$ cat src/sv/i2cras_pkg.sv
package i2cras_pkg;

	localparam int MAX_BYTES = 4;
	localparam int IDX_W     = 3;
	localparam int BUF_IDX_W = 2;
	localparam int CFG_IDX_W = 3;
	localparam int S_TDATA_W = 16;
	localparam int M_TDATA_W = 48;

	typedef enum logic [1:0] {
		REQ_START = 2'd0,
		REQ_WRITE = 2'd1,
		REQ_READ  = 2'd2
	} req_t;

	typedef enum logic [2:0] {
		ACT_NONE = 3'd0,
		ACT_ADDR = 3'd1,
		ACT_BYTE = 3'd2,
		ACT_STOP = 3'd3,
		ACT_ACK  = 3'd4,
		ACT_NACK = 3'd5
	} action_t;

	typedef enum logic [2:0] {
		ST_BUSY      = 3'd0,
		ST_DONE      = 3'd1,
		ST_REG_NACK  = 3'd2,
		ST_ADDR_NACK = 3'd3,
		ST_ARB_LOST  = 3'd4
	} status_t;

	typedef enum logic [1:0] {
		PH_ADDR = 2'd0,
		PH_REG  = 2'd1,
		PH_READ = 2'd2
	} phase_t;

	typedef enum logic [CFG_IDX_W-1:0] {
		CFG_SLAVE_ADDR = 3'd0,
		CFG_REG_ADDR   = 3'd1,
		CFG_BYTE_COUNT = 3'd2,
		CFG_WRITE_MODE = 3'd3,
		CFG_WRITE_DATA = 3'd4
	} cfg_idx_t;

endpackage

$ cat src/sv/i2c_register_access_sequencer_core.sv
// Channel   Direction  Handshake                      Payload
// s_axis    in         s_axis_tvalid / s_axis_tready  tuser req_type, tdata event fields
// m_axis    out        m_axis_tvalid / m_axis_tready  tuser action, tdata byte/status/read
// cfg       in         cfg_valid / cfg_ready          cfg_index, cfg_data
//
// One result per event, held in a registered output; a new event is taken every cycle
// while the result register is empty or being drained.
// The result register is the only stage; s_axis_tready drops only while a
// result waits and m_axis_tready is low.
// arst_n clears phase, byte index, status, read buffer, registers and output valid.
// cfg_ready is always high.
module i2c_register_access_sequencer_core (
	input  logic                                clk,
	input  logic                                arst_n,
	input  logic                                s_axis_tvalid,
	output logic                                s_axis_tready,
	// [0] clock_hold, [1] rx_nack, [9:2] rx_data, rest zero
	input  logic [i2cras_pkg::S_TDATA_W-1:0]    s_axis_tdata,
	// [1:0] req_type
	input  logic [1:0]                          s_axis_tuser,
	output logic                                m_axis_tvalid,
	input  logic                                m_axis_tready,
	// [7:0] out_byte, [10:8] status, [42:11] read_data, rest zero
	output logic [i2cras_pkg::M_TDATA_W-1:0]    m_axis_tdata,
	// [2:0] action
	output logic [2:0]                          m_axis_tuser,
	input  logic                                cfg_valid,
	output logic                                cfg_ready,
	input  logic [i2cras_pkg::CFG_IDX_W-1:0]    cfg_index,
	input  logic [31:0]                         cfg_data
);
	import i2cras_pkg::*;

	logic [6:0]            slave_addr_q;
	logic [7:0]            reg_addr_q;
	logic [2:0]            byte_count_q;
	logic                  write_mode_q;
	logic [31:0]           write_data_q;

	phase_t                phase_q, phase_d;
	logic [IDX_W-1:0]      byte_idx_q, byte_idx_d;
	status_t               result_q, result_d;
	logic [7:0]            rbuf_q [MAX_BYTES];
	logic [7:0]            rbuf_d [MAX_BYTES];

	logic                  out_valid_q;
	action_t               action_q;
	logic [7:0]            out_byte_q;
	status_t               status_q;
	logic [31:0]           read_data_q;

	logic                  s_xfer;
	req_t                  req;
	logic                  hold, nack;
	logic [7:0]            rx_data;
	logic [IDX_W-1:0]      count;
	logic [IDX_W-1:0]      idx_inc;
	logic                  active, ev_addr, ev_reg, ev_read;
	action_t               action_d;
	logic [7:0]            out_byte_d;
	logic [31:0]           read_data_d;

	assign cfg_ready     = 1'b1;
	assign s_axis_tready = !out_valid_q || m_axis_tready;
	assign s_xfer        = s_axis_tvalid && s_axis_tready;

	assign req     = req_t'(s_axis_tuser);
	assign hold    = s_axis_tdata[0];
	assign nack    = s_axis_tdata[1];
	assign rx_data = s_axis_tdata[9:2];

	assign count   = (byte_count_q > IDX_W'(MAX_BYTES)) ? IDX_W'(MAX_BYTES) : byte_count_q;
	assign idx_inc = byte_idx_q + IDX_W'(1);

	assign active  = (result_q == ST_BUSY);
	assign ev_addr = active && (req == REQ_WRITE) && (phase_q == PH_ADDR);
	assign ev_reg  = active && (req == REQ_WRITE) && (phase_q == PH_REG);
	assign ev_read = active && (req == REQ_READ) && (phase_q == PH_READ) && hold;

	// next state
	always_comb begin
		phase_d    = phase_q;
		byte_idx_d = byte_idx_q;
		result_d   = result_q;
		rbuf_d     = rbuf_q;
		priority if (req == REQ_START) begin
			phase_d    = PH_ADDR;
			byte_idx_d = '0;
			result_d   = ST_BUSY;
			for (int i = 0; i < MAX_BYTES; i++) rbuf_d[i] = '0;
		end else if (ev_addr) begin
			if (hold && !nack) phase_d = PH_REG;
			else if (hold) result_d = ST_ADDR_NACK;
			else result_d = ST_ARB_LOST;
		end else if (ev_reg) begin
			if (nack) result_d = ST_REG_NACK;
			else if (!write_mode_q) phase_d = PH_READ;
			else if (byte_idx_q >= count) result_d = ST_DONE;
			else byte_idx_d = idx_inc;
		end else if (ev_read) begin
			if (byte_idx_q < IDX_W'(MAX_BYTES))
				rbuf_d[byte_idx_q[BUF_IDX_W-1:0]] = rx_data;
			byte_idx_d = idx_inc;
			if (idx_inc >= count) result_d = ST_DONE;
		end else begin
			phase_d = phase_q;
		end
	end

	// result fields
	always_comb begin
		action_d   = ACT_NONE;
		out_byte_d = '0;
		priority if (req == REQ_START) begin
			action_d   = ACT_ADDR;
			out_byte_d = {slave_addr_q, 1'b0};
		end else if (ev_addr) begin
			if (hold && !nack) begin
				action_d   = ACT_BYTE;
				out_byte_d = reg_addr_q;
			end else if (hold) begin
				action_d = ACT_STOP;
			end
		end else if (ev_reg) begin
			if (nack) begin
				action_d = ACT_STOP;
			end else if (!write_mode_q) begin
				action_d   = ACT_ADDR;
				out_byte_d = {slave_addr_q, 1'b1};
			end else if (byte_idx_q >= count) begin
				action_d = ACT_STOP;
			end else begin
				action_d   = ACT_BYTE;
				out_byte_d = write_data_q[8*byte_idx_q[BUF_IDX_W-1:0] +: 8];
			end
		end else if (ev_read) begin
			action_d = (idx_inc >= count) ? ACT_NACK : ACT_ACK;
		end else begin
			action_d = ACT_NONE;
		end
	end

	always_comb begin
		for (int i = 0; i < 4; i++) read_data_d[8*i +: 8] = rbuf_d[i];
	end

	always_ff @(posedge clk or negedge arst_n) begin
		if (!arst_n) begin
			slave_addr_q <= '0;
			reg_addr_q   <= '0;
			byte_count_q <= '0;
			write_mode_q <= 1'b0;
			write_data_q <= '0;
		end else if (cfg_valid) begin
			unique case (cfg_idx_t'(cfg_index))
				CFG_SLAVE_ADDR: slave_addr_q <= cfg_data[6:0];
				CFG_REG_ADDR:   reg_addr_q   <= cfg_data[7:0];
				CFG_BYTE_COUNT: byte_count_q <= cfg_data[2:0];
				CFG_WRITE_MODE: write_mode_q <= cfg_data[0];
				CFG_WRITE_DATA: write_data_q <= cfg_data;
				default: ;
			endcase
		end
	end

	always_ff @(posedge clk or negedge arst_n) begin
		if (!arst_n) begin
			phase_q    <= PH_ADDR;
			byte_idx_q <= '0;
			result_q   <= ST_BUSY;
			for (int i = 0; i < MAX_BYTES; i++) rbuf_q[i] <= '0;
		end else if (s_xfer) begin
			phase_q    <= phase_d;
			byte_idx_q <= byte_idx_d;
			result_q   <= result_d;
			rbuf_q     <= rbuf_d;
		end
	end

	always_ff @(posedge clk or negedge arst_n) begin
		if (!arst_n) begin
			out_valid_q <= 1'b0;
		end else if (s_xfer) begin
			out_valid_q <= 1'b1;
		end else if (m_axis_tready) begin
			out_valid_q <= 1'b0;
		end
	end

	always_ff @(posedge clk) begin
		if (s_xfer) begin
			action_q    <= action_d;
			out_byte_q  <= out_byte_d;
			status_q    <= result_d;
			read_data_q <= read_data_d;
		end
	end

	assign m_axis_tvalid = out_valid_q;
	assign m_axis_tuser  = action_q;
	assign m_axis_tdata  = {5'd0, read_data_q, status_q, out_byte_q};

endmodule

$ cat config.mk
export PLATFORM = sky130hd
export DESIGN_NAME = i2c_register_access_sequencer_core
export DESIGN_NICKNAME = d
export VERILOG_FILES = /design/src/sv/i2cras_pkg.sv /design/src/sv/i2c_register_access_sequencer_core.sv
export SDC_FILE = /design/constraint.sdc
export NUM_CORES = 1
export LEC_CHECK = 0
export ABC_AREA = 1
export BUFFER_PORTS_ARGS = -buffer_cell sky130_fd_sc_hd__clkbuf_2
export CORE_MARGIN = 2
export CORE_UTILIZATION = 55
export CTS_CLUSTER_DIAMETER = 80
export DETAILED_ROUTE_END_ITERATION = 7
export PLACE_DENSITY_LB_ADDON = 0.25
export SLEW_MARGIN = 25
export SYNTH_ARGS = -nofsm -noshare
export SYNTH_HDL_FRONTEND = slang
export SYNTH_SLANG_ARGS = --single-unit
$ cat constraint.sdc
create_clock -name clk -period 3 [get_ports clk]
set_input_delay 0.3 -clock clk [delete_from_list [all_inputs] [get_ports clk]]
set_output_delay 0.3 -clock clk [all_outputs]
set_load 0.05 [all_outputs]
==> impl_metrics.env, run 1 <==
export IMPL_leakage_nw=3.923
export IMPL_hold_path_end="write_data_q[14]"
export IMPL_regArea_mm2=0.003684
export IMPL_yosysSeqAreaShare=0.5438
export IMPL_max_freq_mhz=422.8
export IMPL_p_sw_w=0.002411
export IMPL_hold_depth=2
export IMPL_area_growth_pct=16.16
export IMPL_avgSynthCellArea_um2=8.499
export IMPL_netlist_instances=797
export IMPL_cts_root_buf="clkbuf_16"
export IMPL_worstPathMaxFanout=14
export IMPL_antenna_found_initial=0
export IMPL_cts_resized=0
export IMPL_dieArea_mm2=0.01322
export IMPL_cts_path_max_buffers=2
export IMPL_hold_path_class="input pin to register"
export IMPL_combPwrFrac=0.329
export IMPL_final_cell_mix="nand2_1, o21ai_0, clkbuf_2"
export IMPL_worstSetupEndpointType="register"
export IMPL_maxCapViolCount=0
export IMPL_critical_path_class="register to register"
export IMPL_fin_crit_sh=0.7883
export IMPL_clkPwrFrac=0.272
export IMPL_gp_congestion=0.8548
export IMPL_start_kind="register"
export IMPL_dp_hpwl_um=10260
export IMPL_p_sw_frac=0.3726
export IMPL_cp_required_ns=3.15
export IMPL_final_util=0.6551
export IMPL_io_pins=112
export IMPL_netlist_area_leader_share=0.3399
export IMPL_skew_ns=0.005286
export IMPL_grt_first_pass_wirelength_um=25130
export IMPL_slew_headroom=0.5254
export IMPL_start_util=0.5640
export IMPL_internal_power_w=0.004060
export IMPL_grt_overflow_total=0
export IMPL_maxSlewViolCount=0
export IMPL_num_antenna_cells=0
export IMPL_cts_hold_buf=1
export IMPL_h_tree_depth=4
export IMPL_reg2reg_to="status_q[0]"
export IMPL_synth_area_leaders="dfrtp_1, edfxtp_1, nand2_1"
export IMPL_syn_area_mm2=0.006774
export IMPL_reg2reg_depth=11
export IMPL_grt_max_degree=52
export IMPL_via_count=5659
export IMPL_synth_async_reset_ratio=0.6667
export IMPL_final_antenna_net_count=0
export IMPL_finalHoldViolCount=0
export IMPL_seq_power_share=0.398
export IMPL_row_count=40
export IMPL_hp_start="cfg_data[14]"
export IMPL_die_x_um=115.0
export IMPL_status="finished clean"
export IMPL_multi_input_area_mm2=0.002691
export IMPL_cts_sinks=138
export IMPL_drt_pass1_iter_count=5
export IMPL_holdWs_ns=0.1054
export IMPL_clock_latency_ns=0.42
export IMPL_worst_pin_slew_ns=0.7076
export IMPL_io_buffers=99
export IMPL_nets=954
export IMPL_drc=0
export IMPL_setup_ws_ns=0.6350
export IMPL_cp_arrival_ns=2.52
export IMPL_ir_drop_mv=0.3880
export IMPL_cts_inserted_buffers=17
export IMPL_reg2reg_slack_ns=0.63
export IMPL_synth_seq_cells=138
export IMPL_wl_per_cell_um=14.37
export IMPL_yosysWarningCount=0
export IMPL_finalSetupTns_ns=0
export IMPL_cellPowerDensity_mw_per_mm2=822.3
export IMPL_synthFlopType="dfrtp_1"
export IMPL_viasPerCell=5.400
export IMPL_finalSetupViolCount=0
export IMPL_track_usage=0.2454
export IMPL_synth_largest_area_cell="dfrtp_1"
export IMPL_post_cts_setup_buffers=0
export IMPL_wl_um=15060
export IMPL_first_global_vias=5438
export IMPL_coreArea_mm2=0.01201
export IMPL_cts_tree="yes"
export IMPL_clkTransAtPathRegs_ns=0.06
export IMPL_period_needed_ns=2.365
export IMPL_synth_cell_types=26
export IMPL_die_y_um=115.0
export IMPL_synth_edf_count=46
export IMPL_initialDrtViolationCount=381
export IMPL_r2r_start="byte_idx_q[1]"
export IMPL_post_place_ws_ns=0.6814
export IMPL_fillers=1000
export IMPL_layout_cells_most_common="nand2_1"
export IMPL_rsz0062_at_grt="no"
export IMPL_layout_drive_gt1_share=0.1820
## logic make-up (layout without fill, tap and decap cells)
family,Yosys count,count (layout),synth area share
muxes,23,23,0.03823
AOI/OAI and AO/OA,143,143,0.1073
DFF,138,138,0.5438
buffers and inverters,99,199,0.06114
other,2,6,0.001109
adders and majority gates,8,8,0.01478
and+or+nand+nor,384,384,0.2337
## Yosys cell counts, types with 10 or more instances
master / count
clkbuf_1: 21
nand2_1: 269
inv_1: 55
buf_2: 13
and3_1: 10
nand3_1: 32
o21ai_0: 103
nor2_1: 54
mux2_2: 23
edfxtp_1: 46
o21ai_1: 24
dfrtp_1: 92
## power by group through the flow
stage / combinational, W / sequential [W] / clock (W)
floorplan: 0.00140 / 0.00280 / 0
global placement: 0.00205 / 0.00258 / 0
detailed placement: 0.00212 / 0.00260 / 0
CTS: 0.00214 / 0.00257 / 0.00179
global route: 0.00243 / 0.00262 / 0.00188
finish: 0.00213 / 0.00258 / 0.00176
## flip-flops by register name, summed over array words and instances, names as in the netlist, 7 cells and up
name and count:
rbuf_q 32, read_data_q 32, write_data_q 32, out_byte_q 8, reg_addr_q 8, slave_addr_q 7
## stage by stage
stage	std cells	instance area, µm²	power [W]
after floorplan	801	6790	0.004204
after global placement	1015	7362	0.004629
after detailed placement	1015	7362	0.004728
after CTS	1048	7869	0.006503
after global routing	1048	7869	0.006926
final	1048	7869	0.006471
## worst max-delay path, cell delays in order (launching register included)
cell and delay [ns]:
dfrtp_1 0.63, inv_1 0.27, ha_1 0.37, ha_1 0.30
nand2_1 0.06, inv_1 0.04, nand2_1 0.05, nand2_1 0.06
nand3_1 0.08, nand2_1 0.07, nand2_1 0.09, a21oi_1 0.08
## worst max path at each step
stage,from,endpoint,slack (ns)
2_1_floorplan,m_axis_tvalid,m_axis_tuser[0],0.58
3_3_place_gp,byte_idx_q[1],status_q[0],0.69
3_5_place_dp,byte_idx_q[1],status_q[0],0.68
4_1_cts,byte_idx_q[1],status_q[0],0.67
5_1_grt,byte_idx_q[1],rbuf_q[16],0.38
6_report,byte_idx_q[1],status_q[0],0.63
## area by class of cell
cell class / instances / area share
sequential: 138 / 0.4681
multi-input combinational: 564 / 0.3420
timing repair buffer: 111 / 0.07664
clock buffer: 20 / 0.05549
inverter: 56 / 0.02671
tap: 147 / 0.02337
clock inverter: 12 / 0.007632
## layer usage
layer | routed length [µm] | global-route usage | share of wire | up-vias
met5 | 0 | 0 | 0 | -
met4 | 742 | 0.1590 | 0.049 | 0
met3 | 889 | 0.05166 | 0.059 | 50
met2 | 7241 | 0.3929 | 0.48 | 207
met1 | 6185 | 0.3031 | 0.41 | 2603
li1 | - | - | - | 2799
Power figures use the tool's default switching activity.
==> run 2, diff against run 1 <==
clock period = 2.26 ns   (was 3 ns; I/O delays follow)
==> run 2 against run 1 <==
Non-clock buffer count grew 3. Count of clock-buffer cells in the layout grew 8. Hold slack lost 0.077 ns. Clock skew grew 0.00062 ns. Combinational power grew 37%. Clock power grew 61%. Utilization grew 1.4 points. Register-to-register slack lost 0.41 ns. Die area is the same. Sequential share of layout area shrank 0.98 points. Critical path type unchanged. Critical endpoint unchanged. Highest routed layer unchanged.
==> impl_metrics.env, run 2 (same netlist as run 1, synthesis figures left out) <==
export IMPL_status="finished clean"
export IMPL_critical_path_class="register to register"
export IMPL_first_global_vias=5347
export IMPL_worstPathMaxFanout=6
export IMPL_via_count=5759
export IMPL_maxSlewViolCount=0
export IMPL_num_antenna_cells=0
export IMPL_slew_headroom=0.5361
export IMPL_finalSetupTns_ns=0
export IMPL_finalHoldViolCount=0
export IMPL_cellPowerDensity_mw_per_mm2=1139
export IMPL_leakage_nw=4.011
export IMPL_die_x_um=115.0
export IMPL_final_cells=1051
export IMPL_placed_cells=1018
export IMPL_initialDrtViolationCount=437
export IMPL_start_kind="register"
export IMPL_seq_power_share=0.371
export IMPL_fin_crit_sh=0.8994
export IMPL_io_buffers=99
export IMPL_cp_arrival_ns=2.19
export IMPL_final_util=0.6693
export IMPL_post_cts_setup_buffers=0
export IMPL_nets=957
export IMPL_start_util=0.5640
export IMPL_drt_pass1_iter_count=8
export IMPL_final_cell_mix="nand2_1, o21ai_0, clkbuf_2"
export IMPL_holdWs_ns=0.02830
export IMPL_row_count=40
export IMPL_worstSetupEndpointType="register"
export IMPL_wl_um=15480
export IMPL_period_needed_ns=2.033
export IMPL_area_growth_pct=18.67
export IMPL_io_pins=112
export IMPL_h_tree_depth=4
export IMPL_grt_max_degree=60
export IMPL_cts_root_buf="clkbuf_16"
export IMPL_stdcell_area_mm2=0.008039
export IMPL_coreArea_mm2=0.01201
export IMPL_critPathCapture="status_q[0]"
export IMPL_dp_hpwl_um=10390
export IMPL_max_freq_mhz=492.0
export IMPL_die_y_um=115.0
export IMPL_clkPwrFrac=0.310
export IMPL_grt_first_pass_wirelength_um=25300
export IMPL_maxCapViolCount=0
export IMPL_cts_sinks=138
export IMPL_grt_overflow_total=0
export IMPL_cts_inserted_buffers=17
export IMPL_antenna_found_initial=0
export IMPL_cp_startpoint="byte_idx_q[1]"
export IMPL_internal_power_w=0.005885
export IMPL_combPwrFrac=0.319
export IMPL_layout_cells_most_common="nand2_1"
export IMPL_clkTransAtPathRegs_ns=0.06
export IMPL_cts_path_max_buffers=2
export IMPL_wl_per_cell_um=14.72
export IMPL_hp_start="cfg_data[27]"
export IMPL_ir_drop_mv=0.5299
export IMPL_layout_drive_gt1_share=0.1914
export IMPL_p_sw_frac=0.3575
export IMPL_clock_latency_ns=0.43
export IMPL_p_sw_w=0.003275
export IMPL_r2r_start="byte_idx_q[1]"
export IMPL_final_antenna_net_count=0
export IMPL_finalSetupViolCount=0
export IMPL_viasPerCell=5.480
export IMPL_largestRegisters="rbuf_q (32), read_data_q (32), write_data_q (32)"
export IMPL_gp_congestion=0.8475
export IMPL_hold_path_class="input pin to register"
export IMPL_cts_tree="yes"
export IMPL_worst_pin_slew_ns=0.6916
export IMPL_reg2reg_to="status_q[0]"
export IMPL_placed_area_mm2=0.007410
export IMPL_cp_required_ns=2.42
export IMPL_reg2reg_slack_ns=0.23
export IMPL_reg2reg_depth=12
export IMPL_rsz0062_at_grt="no"
export IMPL_skew_ns=0.005901
export IMPL_drc=0
export IMPL_dieArea_mm2=0.01322
export IMPL_track_usage=0.2485
==> run 2: cell count changes in the layout (fill, tap and decap cells not counted), sizes merged <==
cell | before | now
buf | 12 | 15
bufinv | 0 | 1
clkbuf | 118 | 126
clkinv | 10 | 3
clkinvlp | 3 | 1
==> run 2: layout make-up <==
type,instances,area (µm²)
Tap cell,147,183.9
Sequential cell,138,3685
Clock inverter,4,47.55
Timing Repair Buffer,114,650.6
Clock buffer,28,570.5
Inverter,56,210.2
Multi-Input combinational cell,564,2691
Fill cell,968,3973
==> run 2: stage by stage <==
step,setup WS (ns),power (W)
after floorplan,0.1094,0.005581
after global placement,0.2679,0.006179
after detailed placement,0.2157,0.006319
after CTS,0.2017,0.009185
after global routing,0.02049,0.009717
final,0.2273,0.009160
==> run 2: worst max-delay path: stages (launching register included) <==
cell and delay (ns):
dfrtp_2 0.44, ha_1 0.21, inv_1 0.05, nor2_1 0.06, nor2_1 0.15, inv_1 0.07
ha_1 0.30, a21oi_1 0.14, nand2_1 0.07, nand3_1 0.06, nand2_1 0.06, nand2_1 0.08
a21oi_1 0.07
==> run 2: power by group through the flow <==
stage	Clock (W)	Sequential (W)	Combinational [W]
2_1_floorplan	0	0.00372	0.00187
3_3_place_gp	0	0.00340	0.00278
3_5_place_dp	0	0.00343	0.00289
4_1_cts	0.00287	0.00339	0.00292
5_1_grt	0.00298	0.00346	0.00328
6_report	0.00284	0.00340	0.00292
==> run 2: worst min-delay path by stage <==
stage                  endpoint  slack [ns]  depth (start not counted)
6_report       write_data_q[27]        0.03                          2
5_1_grt        write_data_q[27]        0.03                          2
4_1_cts        write_data_q[27]        0.01                          2
3_5_place_dp         rbuf_q[21]        0.22                          1
3_3_place_gp         rbuf_q[21]        0.22                          1
2_1_floorplan   byte_count_q[0]       -0.07                          0
==> run 2: timing repair <==
| item | CTS | global route |
|---|---|---|
| gates resized for setup | 0 | 1 |
| hold buffers | 1 | 0 |
| setup endpoints to repair | 0 | 1 |
| hold endpoints to repair | 33 | 0 |
==> run 2: metal layers <==
metal,vias up,GRT usage,part of all wire
met3,47,0.05271,0.047
met5,-,0,0
met1,2720,0.3080,0.41
li1,2804,-,-
met4,0,0.1470,0.040
met2,188,0.4035,0.50
